==> src/design/tensor_slice_view_calc_macros.svh <==
// assertion macros for the slice view calculator
// each check samples on clk and is switched off while rst_n is low
`ifndef TENSOR_SLICE_VIEW_CALC_MACROS_SVH
`define TENSOR_SLICE_VIEW_CALC_MACROS_SVH

`ifndef SYNTHESIS
// same-cycle implication
`define TSVC_ASSERT_NOW(label, ante, cons) \
  label: assert property (@(posedge clk) disable iff (!rst_n) (ante) |-> (cons)) \
    else $error("tsvc same-cycle check failed");
// next-cycle implication
`define TSVC_ASSERT_NEXT(label, ante, cons) \
  label: assert property (@(posedge clk) disable iff (!rst_n) (ante) |=> (cons)) \
    else $error("tsvc next-cycle check failed");
`else
`define TSVC_ASSERT_NOW(label, ante, cons)
`define TSVC_ASSERT_NEXT(label, ante, cons)
`endif

`endif

==> src/design/tsvc_pkg.sv <==
package tsvc_pkg;

  // default dimension limit of one run
  localparam int MAX_DIMS_DEF = 8;

  // field widths
  localparam int EXT_W  = 24;
  localparam int STR_W  = 32;
  localparam int NSTR_W = EXT_W + STR_W;
  localparam int OFS_W  = 60;
  localparam int KEPT_W = 4;
  localparam int POS_W  = 3;
  localparam int ERR_W  = 2;

  // divider iterations, one quotient bit each
  localparam int DIV_STEPS = EXT_W;
  localparam int DIV_CNT_W = $clog2(DIV_STEPS);

  // result kinds
  localparam logic KIND_DESC = 1'b0;
  localparam logic KIND_SUM  = 1'b1;

  // error codes
  typedef enum logic [ERR_W-1:0] {
    ERR_NONE  = 2'd0,
    ERR_RANGE = 2'd1,
    ERR_STEP  = 2'd2,
    ERR_DIMS  = 2'd3
  } err_t;

  // sequencer states
  typedef enum logic [2:0] {
    ST_IDLE,
    ST_MUL_OFS,
    ST_MUL_STR,
    ST_DIV,
    ST_DESC,
    ST_SUM
  } state_t;

endpackage

==> src/design/tensor_slice_view_calc.sv <==
// Slice view calculator.
// Input channel (in_*): one dimension descriptor per item, outermost first;
// in_last_dim marks the final dimension of an array. Result channel (out_*):
// for each kept dimension a descriptor item (out_kind 0) with the new
// extent, stride and compacted position; after the last dimension a summary
// item (out_kind 1, out_last 1) with byte offset, kept count and error code.
// Both channels move an item when valid is high and stall is low.
// One item at a time runs through a shared 32x24 multiplier (offset term,
// then stride product) and a radix-2 divider giving one quotient bit per
// cycle: a kept dimension passes the two multiplier states, the divider and
// the descriptor state, a dropped one only the two multiplier states, an
// item hit by an error none of them; the last dimension then passes the
// summary state. The next item is taken as soon as the sequencer is back in
// idle, while the last result may still wait in the output register.
// A stalled receiver holds the output register and stops the sequencer at
// its next result. Reset (rst_n low, synchronous) empties the output and
// clears offset, counts and the sticky error; the same clear follows every
// summary item.
`include "tensor_slice_view_calc_macros.svh"

module tensor_slice_view_calc #(
  parameter int MAX_DIMS = tsvc_pkg::MAX_DIMS_DEF
) (
  input  logic                        clk,
  input  logic                        rst_n,
  // dimension descriptor items
  input  logic                        in_valid,
  output logic                        in_stall,
  input  logic [tsvc_pkg::EXT_W-1:0]  in_dim_extent,
  input  logic [tsvc_pkg::STR_W-1:0]  in_dim_stride,
  input  logic [tsvc_pkg::EXT_W-1:0]  in_slice_start,
  input  logic [tsvc_pkg::EXT_W-1:0]  in_slice_end,
  input  logic [tsvc_pkg::EXT_W-1:0]  in_slice_step,
  input  logic                        in_drop_dim,
  input  logic                        in_last_dim,
  // result items
  output logic                        out_valid,
  input  logic                        out_stall,
  output logic                        out_kind,
  output logic [tsvc_pkg::EXT_W-1:0]  out_new_extent,
  output logic [tsvc_pkg::NSTR_W-1:0] out_new_stride,
  output logic [tsvc_pkg::POS_W-1:0]  out_dim_position,
  output logic [tsvc_pkg::OFS_W-1:0]  out_data_offset,
  output logic [tsvc_pkg::KEPT_W-1:0] out_kept_count,
  output logic [tsvc_pkg::ERR_W-1:0]  out_error_code,
  output logic                        out_last
);

  localparam int DW = $clog2(MAX_DIMS + 1);

  tsvc_pkg::state_t state_r, state_nxt;

  // run state
  logic [tsvc_pkg::OFS_W-1:0]  offset_r;
  logic [tsvc_pkg::KEPT_W-1:0] kept_r;
  logic [DW-1:0]               dims_r;
  tsvc_pkg::err_t              sticky_r;

  // latched item
  logic [tsvc_pkg::STR_W-1:0]  stride_r;
  logic [tsvc_pkg::EXT_W-1:0]  start_r;
  logic [tsvc_pkg::EXT_W-1:0]  step_r;
  logic                        drop_r;
  logic                        last_r;

  // shared multiplier and divider registers
  logic [tsvc_pkg::NSTR_W-1:0]    prod_r;
  logic [tsvc_pkg::EXT_W-1:0]     quo_r;
  logic [tsvc_pkg::EXT_W-1:0]     rem_r;
  logic [tsvc_pkg::DIV_CNT_W-1:0] cnt_r;

  // output register
  logic                        out_valid_r;
  logic                        out_kind_r;
  logic [tsvc_pkg::EXT_W-1:0]  out_ext_r;
  logic [tsvc_pkg::NSTR_W-1:0] out_str_r;
  logic [tsvc_pkg::POS_W-1:0]  out_pos_r;
  logic [tsvc_pkg::OFS_W-1:0]  out_ofs_r;
  logic [tsvc_pkg::KEPT_W-1:0] out_kept_r;
  tsvc_pkg::err_t              out_err_r;
  logic                        out_last_r;

  logic                        in_acc;
  logic                        out_free;
  logic                        run_ok;
  tsvc_pkg::err_t              item_err;
  tsvc_pkg::err_t              sticky_nxt;
  logic [tsvc_pkg::EXT_W-1:0]  span;
  logic [tsvc_pkg::EXT_W-1:0]  mul_b;
  logic [tsvc_pkg::NSTR_W-1:0] mul_p;
  logic [tsvc_pkg::EXT_W:0]    rem_sh;
  logic [tsvc_pkg::EXT_W+1:0]  diff;
  logic                        div_done;
  logic                        load_desc;
  logic                        load_sum;

  // check terms
  logic                        chk_sum_err;
  logic                        chk_desc;
  logic                        st_div;
  logic                        sticky_set;

  assign in_stall = (state_r != tsvc_pkg::ST_IDLE);
  assign in_acc   = in_valid && !in_stall;
  assign out_free = !out_valid_r || !out_stall;

  // error check of the incoming item, first match wins
  always_comb begin
    if ((in_slice_start >= in_dim_extent) || (in_slice_end > in_dim_extent)) begin
      item_err = tsvc_pkg::ERR_RANGE;
    end else if (in_slice_step == '0) begin
      item_err = tsvc_pkg::ERR_STEP;
    end else if (dims_r >= DW'(MAX_DIMS)) begin
      item_err = tsvc_pkg::ERR_DIMS;
    end else begin
      item_err = tsvc_pkg::ERR_NONE;
    end
  end

  assign sticky_nxt = (sticky_r == tsvc_pkg::ERR_NONE) ? item_err : sticky_r;
  assign run_ok     = (sticky_nxt == tsvc_pkg::ERR_NONE);
  assign span       = (in_slice_end > in_slice_start) ? (in_slice_end - in_slice_start) : '0;

  // shared multiplier: start term first, then stride product
  assign mul_b = (state_r == tsvc_pkg::ST_MUL_OFS) ? start_r : step_r;
  assign mul_p = {{tsvc_pkg::EXT_W{1'b0}}, stride_r} * {{tsvc_pkg::STR_W{1'b0}}, mul_b};

  // restoring divider step
  assign rem_sh   = {rem_r, quo_r[tsvc_pkg::EXT_W-1]};
  assign diff     = {1'b0, rem_sh} - {2'b00, step_r};
  assign div_done = (cnt_r == tsvc_pkg::DIV_CNT_W'(tsvc_pkg::DIV_STEPS - 1));

  assign load_desc = (state_r == tsvc_pkg::ST_DESC) && out_free;
  assign load_sum  = (state_r == tsvc_pkg::ST_SUM) && out_free;

  // state register
  always_ff @(posedge clk) begin
    if (!rst_n) begin
      state_r <= tsvc_pkg::ST_IDLE;
    end else begin
      state_r <= state_nxt;
    end
  end

  // next state
  always_comb begin
    state_nxt = state_r;
    case (state_r)
      tsvc_pkg::ST_IDLE: begin
        if (in_acc) begin
          if (run_ok) begin
            state_nxt = tsvc_pkg::ST_MUL_OFS;
          end else if (in_last_dim) begin
            state_nxt = tsvc_pkg::ST_SUM;
          end
        end
      end
      tsvc_pkg::ST_MUL_OFS: begin
        state_nxt = tsvc_pkg::ST_MUL_STR;
      end
      tsvc_pkg::ST_MUL_STR: begin
        if (!drop_r) begin
          state_nxt = tsvc_pkg::ST_DIV;
        end else if (last_r) begin
          state_nxt = tsvc_pkg::ST_SUM;
        end else begin
          state_nxt = tsvc_pkg::ST_IDLE;
        end
      end
      tsvc_pkg::ST_DIV: begin
        if (div_done) begin
          state_nxt = tsvc_pkg::ST_DESC;
        end
      end
      tsvc_pkg::ST_DESC: begin
        if (out_free) begin
          state_nxt = last_r ? tsvc_pkg::ST_SUM : tsvc_pkg::ST_IDLE;
        end
      end
      tsvc_pkg::ST_SUM: begin
        if (out_free) begin
          state_nxt = tsvc_pkg::ST_IDLE;
        end
      end
      default: begin
        state_nxt = tsvc_pkg::ST_IDLE;
      end
    endcase
  end

  // run state: counts, sticky error, offset
  always_ff @(posedge clk) begin
    if (!rst_n) begin
      offset_r <= '0;
      kept_r   <= '0;
      dims_r   <= '0;
      sticky_r <= tsvc_pkg::ERR_NONE;
    end else if (load_sum) begin
      offset_r <= '0;
      kept_r   <= '0;
      dims_r   <= '0;
      sticky_r <= tsvc_pkg::ERR_NONE;
    end else begin
      if (in_acc) begin
        sticky_r <= sticky_nxt;
        if (dims_r < DW'(MAX_DIMS)) begin
          dims_r <= dims_r + 1'b1;
        end
      end
      if (state_r == tsvc_pkg::ST_MUL_STR) begin
        offset_r <= offset_r + {{(tsvc_pkg::OFS_W - tsvc_pkg::NSTR_W){1'b0}}, prod_r};
      end
      if (load_desc) begin
        kept_r <= kept_r + 1'b1;
      end
    end
  end

  // item latch, multiplier product and divider
  always_ff @(posedge clk) begin
    if (in_acc) begin
      stride_r <= in_dim_stride;
      start_r  <= in_slice_start;
      step_r   <= in_slice_step;
      drop_r   <= in_drop_dim;
      last_r   <= in_last_dim;
      quo_r    <= span;
    end
    if ((state_r == tsvc_pkg::ST_MUL_OFS) || (state_r == tsvc_pkg::ST_MUL_STR)) begin
      prod_r <= mul_p;
    end
    if (state_r == tsvc_pkg::ST_MUL_STR) begin
      rem_r <= '0;
      cnt_r <= '0;
    end else if (state_r == tsvc_pkg::ST_DIV) begin
      if (!diff[tsvc_pkg::EXT_W+1]) begin
        rem_r <= diff[tsvc_pkg::EXT_W-1:0];
      end else begin
        rem_r <= rem_sh[tsvc_pkg::EXT_W-1:0];
      end
      quo_r <= {quo_r[tsvc_pkg::EXT_W-2:0], !diff[tsvc_pkg::EXT_W+1]};
      cnt_r <= cnt_r + 1'b1;
    end
  end

  // output register valid
  always_ff @(posedge clk) begin
    if (!rst_n) begin
      out_valid_r <= 1'b0;
    end else if (load_desc || load_sum) begin
      out_valid_r <= 1'b1;
    end else if (!out_stall) begin
      out_valid_r <= 1'b0;
    end
  end

  // output register payload, ceiling taken from the remainder
  always_ff @(posedge clk) begin
    if (load_desc) begin
      out_kind_r <= tsvc_pkg::KIND_DESC;
      out_ext_r  <= quo_r + {{(tsvc_pkg::EXT_W-1){1'b0}}, (rem_r != '0)};
      out_str_r  <= prod_r;
      out_pos_r  <= kept_r[tsvc_pkg::POS_W-1:0];
      out_ofs_r  <= '0;
      out_kept_r <= '0;
      out_err_r  <= tsvc_pkg::ERR_NONE;
      out_last_r <= 1'b0;
    end else if (load_sum) begin
      out_kind_r <= tsvc_pkg::KIND_SUM;
      out_ext_r  <= '0;
      out_str_r  <= '0;
      out_pos_r  <= '0;
      out_ofs_r  <= (sticky_r == tsvc_pkg::ERR_NONE) ? offset_r : '0;
      out_kept_r <= (sticky_r == tsvc_pkg::ERR_NONE) ? kept_r : '0;
      out_err_r  <= sticky_r;
      out_last_r <= 1'b1;
    end
  end

  assign out_valid        = out_valid_r;
  assign out_kind         = out_kind_r;
  assign out_new_extent   = out_ext_r;
  assign out_new_stride   = out_str_r;
  assign out_dim_position = out_pos_r;
  assign out_data_offset  = out_ofs_r;
  assign out_kept_count   = out_kept_r;
  assign out_error_code   = out_err_r;
  assign out_last         = out_last_r;

  // check terms
  assign chk_sum_err = out_valid && (out_kind == tsvc_pkg::KIND_SUM) &&
                       (out_error_code != tsvc_pkg::ERR_NONE);
  assign chk_desc    = out_valid && (out_kind == tsvc_pkg::KIND_DESC);
  assign st_div      = (state_r == tsvc_pkg::ST_DIV);
  assign sticky_set  = (sticky_r != tsvc_pkg::ERR_NONE);

  // checks
  `TSVC_ASSERT_NOW(a_sum_err_clean, chk_sum_err, (out_data_offset == '0) && (out_kept_count == '0))
  `TSVC_ASSERT_NOW(a_desc_fields, chk_desc, !out_last && (out_error_code == tsvc_pkg::ERR_NONE))
  `TSVC_ASSERT_NEXT(a_div_exit, st_div, st_div || (state_r == tsvc_pkg::ST_DESC))
  `TSVC_ASSERT_NEXT(a_sticky_holds, sticky_set && !load_sum, sticky_r == $past(sticky_r))

endmodule
==> config.mk <==
export PLATFORM = sky130hd
export DESIGN_NAME = tensor_slice_view_calc
export DESIGN_NICKNAME = d
export VERILOG_FILES = /design/src/design/tsvc_pkg.sv /design/src/design/tensor_slice_view_calc.sv
export VERILOG_INCLUDE_DIRS = /design/src /design/src/design
export SDC_FILE = /design/constraint.sdc
export NUM_CORES = 2
export LEC_CHECK = 0
export ABC_AREA = 1
export BUFFER_PORTS_ARGS = -buffer_cell sky130_fd_sc_hd__buf_2
export CAP_MARGIN = 20
export CORE_MARGIN = 1.5
export CORE_UTILIZATION = 53
export CTS_BUF_LIST = sky130_fd_sc_hd__clkbuf_2 sky130_fd_sc_hd__clkbuf_4 sky130_fd_sc_hd__clkbuf_8
export CTS_CLUSTER_SIZE = 40
export DETAILED_ROUTE_END_ITERATION = 6
export GPL_TIMING_DRIVEN = 1
export PLACE_DENSITY = 0.73
export SYNTH_ARGS = -nofsm -noshare
export SYNTH_HDL_FRONTEND = slang
export SYNTH_SLANG_ARGS = --single-unit
==> constraint.sdc <==
create_clock -name clk -period 14.2 [get_ports clk]
set_input_delay 2.13 -clock clk [delete_from_list [all_inputs] [get_ports clk]]
set_output_delay 2.13 -clock clk [all_outputs]
set_load 0.005 [all_outputs]
-- Word-level counts from Yosys, hierarchy flattened
Cells that the tools add are included.
Widths: inputs -> output; s select.
- word-level logic and storage cells: 98
- memories kept: 0
- latch bits: 0
- register bits after elaboration: 415
- bits in read-only memories: 0
- RAM bits: 0
- add/subtract/negate cells: 7
- order comparisons: 5
- muxes and demuxes: 29
- $mul: 1
- divide/modulo/power cells: 0
- eq/ne operators: 12
- reductions and logical operators: 21
- bitwise logic cells: 1
- shift-type cells: 0
- operators with widths (operator ; count):
    $mux 24 ; 8
    $mux 56 ; 2
    $add 60x56->60 ; 1
    $mux 60 ; 1
    $mul 32x24->56 ; 1
    $gt 24x24->1 ; 2
    $mux 3 ; 10
    $sub 25x24->26 ; 1
    $add 24x1->24 ; 1
    $ge 24x24->1 ; 1
    $logic_not 24->1 ; 1
    $reduce_bool 24->1 ; 1
    $sub 24x24->24 ; 1
    $pmux 3 s6 ; 1
    $add 4x1->4 const B ; 2
    $mux 2 ; 4
    $ne 2x2->1 const B ; 4
    $eq 3x2->1 const B ; 2
    $eq 3x3->1 const B ; 2
    $add 5x1->5 const B ; 1
    $eq 5x5->1 const B ; 1
    $reduce_and 5->1 ; 1
    $ge 4x4->1 const B ; 1
    $logic_not 1->1 ; 4
    15 further kinds ; 22

-- Longest topological paths before layout
- word-level depth: 9
- depth in mapped cells: 37

-- Least setup slack after synthesis
No wires, ideal clock.
- kind: flip-flop to flip-flop
- start: register state_r[1]
- end: register prod_r[49] in the netlist's numbering (data pin)
- arrival: 6574 ps
- path buffers: 3
- setup slack: 7366 ps
- stages on the path, launching flop included: 32
- required time: 13940 ps
- cells stage by stage: dfxtp_1 > buf_2 > nor2_1 > nand2_1 > buf_2 > mux2i_1 > clkbuf_1 > nor2_1 > fa_1 > fa_1 > inv_1 > fa_1 > fa_1 > fa_1 > inv_1 > fa_1 > inv_1 > fa_1 > inv_1 > ha_1 > a21o_1 > a31oi_1 > o21ai_0 > nand2_1 > nand2_1 > nand2_1 > nand3_1 > nand2_1 > nand2_1 > nand2_1 > nand2_1 > xor2_1
- longest elaborated chain between the ends: 3
- ends and longest elaborated chain (element ; line ; RTL):
    start: declaration ; tensor_slice_view_calc.sv:51 ; tsvc_pkg::state_t state_r, state_nxt;
    start signal: assignment ; tensor_slice_view_calc.sv:139 ; state_r <= tsvc_pkg::ST_IDLE;
    start signal: assignment ; tensor_slice_view_calc.sv:141 ; state_r <= state_nxt;
    $eq 3x1->1 ; tensor_slice_view_calc.sv:125 ; assign mul_b = (state_r == tsvc_pkg::ST_MUL_OFS) ? start_r : step_r;
    $mux 24 ; tensor_slice_view_calc.sv:125 ;
    $mul 32x24->56 ; tensor_slice_view_calc.sv:126 ; assign mul_p = {{tsvc_pkg::EXT_W{1'b0}}, stride_r} * {{tsvc_pkg::STR_W{1'b0}}, mul_b};
    via mul_p (one bit) ; tensor_slice_view_calc.sv:90 ; logic [tsvc_pkg::NSTR_W-1:0] mul_p;
    end signal: assignment ; tensor_slice_view_calc.sv:230 ; prod_r <= mul_p;
    end: declaration ; tensor_slice_view_calc.sv:67 ; logic [tsvc_pkg::NSTR_W-1:0] prod_r;
The timed path passes the listed nets, and every way through them passes these cells.
A chain may end at the register's enable or synchronous reset.

-- Worst setup path in the final report
- start: register state_r[0]
- end: register prod_r[38] in the netlist's numbering (data pin)
Same word-level chain as after synthesis.

==> impl_metrics.tcl <==
set metrics [dict create \
    drt_wl_total_um 158000 \
    hold_viol_final 0 \
    synthArstFlopShare_pct 0 \
    wl_per_cell_um 21.3 \
    ant_nets 0 \
    grt_max_degree 86 \
    drive_gt1_share_pct 9.03 \
    drt_iter0_drc 3456 \
    dp_hpwl_um 128000 \
    yosys.area.top_type_share_pct 27.8 \
    yosysMostFrequentCell "inv_1" \
    violations "design-rule violations" \
    drc 1 \
    synth_edf_count 221 \
    hold_ws_ps 448 \
    grt_pass1_wl_um 238000 \
    period_minus_slack_ps 8650 \
    numPortBuffers 286 \
    start_kind "register" \
    dr.pass1.iters 7 \
    syn_to_final_growth_pct 9.50 \
    clk_pin_slew_ps 60 \
    synth_fp_nets 7055 \
    layout.cells.non_filler 7393 \
    synthCells 5920 \
    period_share_pct 60.9 \
    maxSlewViolCount 0 \
    cts_buffers 79 \
    die_h_um 303 \
    stdcell_area_sq_um 52200 \
    tightestPinTransition_ps 1190 \
    die_area_sq_um 91700 \
    placedCellCount 7239 \
    synthFlopType "edfxtp_1" \
    cp.arrival_ps 9110 \
    via_per_inst 5.50 \
    placementRows 109 \
    syn_area_sq_um 47700 \
    place_congestion 1.02 \
    max_freq_mhz 116 \
    maxCapViolCount 0 \
    htreeDepth 3 \
    slowest_delay_ps 850 \
    grt-ovfl-total 0 \
    ys_top_cells_by_count "1317 x inv_1, 1015 x nand2_1, 803 x nor2_1" \
    rsz0062_at_grt "no" \
    core_sq_um 88800 \
    ys_seq_elements 415 \
    hold_buffers 0 \
    timing.setup.tns_ps 0 \
    cts_tree "done" \
    cts_setup_buffers 0 \
    syn_avg_cell_area_sq_um 8.05 \
    finalSetupViolCount 0 \
    path_max_fanout 49 \
    placed_area_sq_um 50200 \
    required_ps 14660 \
    dieWidth_um 303 \
    clock_sinks 415 \
    critPathBufInv 9 \
    cts_root_buffer "clkbuf_8" \
    cts-resized-gates 0 \
    seq_area_frac_synth_pct 22.1 \
    dr_total_vias 40700 \
    yosys.area.top_type "fa_1" \
    outcome "finished with violations" \
    clk_latency_ps 770 \
    start_util_pct 53.7 \
    cts_buffer_depth 3 \
    yosysWarnings 0 \
    endpoint_kind "register" \
    skew_ps 58.8 \
    grt_usage_pct 34.6 \
    synth_area_leaders "fa_1 28%, edfxtp_1 14%, inv_1 10%, ha_1 8.9%, dfxtp_1 8.1%" \
    grt_pass1_vias 41000 \
    antenna_found_initial 1 \
    crit_slowest_cell "o21ai_0" \
    crit_family "adder cells" \
    synth.distinct_cells 66 \
    critical_path_class "reg -> reg" \
    top_level_ports 287 \
    slew_headroom_pct 20.3 \
    finalNetCount 7293 \
    hold_path.class "reg -> reg" \
]
## per-stage QoR
stage / util [%] / worst slack, ps
CTS: 58.7 / 5630
finish: 58.8 / 5550
detailed placement: 56.6 / 5690
global placement: 56.6 / 5580
floorplan: - / 7370
global route: 58.8 / 5250
## routing by layer
layer  share of wire, %  up-vias  track usage (%)
met5                  0        -                0
met4                4.8        0             14.8
met1                 40    19500             45.4
li1                   -    18600                -
met2                 45     2090             55.2
met3                9.7      451             7.81
## cells by family after synthesis
group / count (synthesis) / synth area share, %
and+or+nand+nor: 2064 / 17.4
buffers and inverters: 1523 / 12.2
adders and majority gates: 1001 / 36.7
AOI/OAI and AO/OA: 800 / 9.55
DFF: 415 / 22.1
xor gates and xnor gates: 116 / 2.13
muxes: 1 / 0.0210
## state kept, by name (all words and copies together), names as in the netlist, 4 cells and up
name             count
offset_r            60
out_data_offset     60
out_new_stride      56
prod_r              56
stride_r            32
out_new_extent      24
quo_r               24
rem_r               24
start_r             24
step_r              24
cnt_r                5
dims_r               4
kept_r               4
out_kept_count       4
## final timing paths
check        cells past startpoint                   to                start  slack [ps]
max                             28           prod_r[38]           state_r[0]        5550
min                              2  out_data_offset[46]  out_data_offset[46]         450
max reg2reg                     28           prod_r[38]           state_r[0]        5550
min reg2reg                      2  out_data_offset[46]  out_data_offset[46]         450
## cells in the final DEF (no fill, tap or decap), types with 16 or more instances in the layout
cell / instances
a31oi_1: 24
o211ai_1: 16
nand4_1: 24
inv_1: 1316
o21ai_0: 247
clkbuf_4: 18
o21bai_1: 26
dfxtp_1: 194
clkinv_1: 17
ha_1: 340
fa_1: 661
edfxtp_1: 221
buf_2: 286
o21a_1: 16
a21o_1: 32
nand2_1: 1011
nor3_1: 47
buf_4: 55
xnor2_1: 42
xor2_1: 74
clkbuf_8: 90
a21oi_1: 335
nor4_1: 17
nor2_1: 803
nand3_1: 107
## final cells by class
class | count | area, sq um
sequential | 415 | 10500
multi-input combinational | 3982 | 31400
tap | 1165 | 1460
clock inverter | 40 | 492
inverter | 1336 | 5020
antenna | 3 | 7.51
clock buffer | 108 | 1370
fill | 8176 | 36600
timing repair buffer | 344 | 1910
## worst register-to-register path: cells and delay by family, from the launching register on
family                   cells  cell delay, ps
AND/OR/NAND/NOR              3             340
flip-flops                   1             370
AO/OA/AOI/OAI                7            2100
buffers and inverters        9            1620
adder cells (fa/ha/maj)      8            3830
XOR/XNOR                     1             120
Power is left out: the tool's default activity adds up to more than one toggle a clock period on the data nets, which glitch-free logic cannot reach.
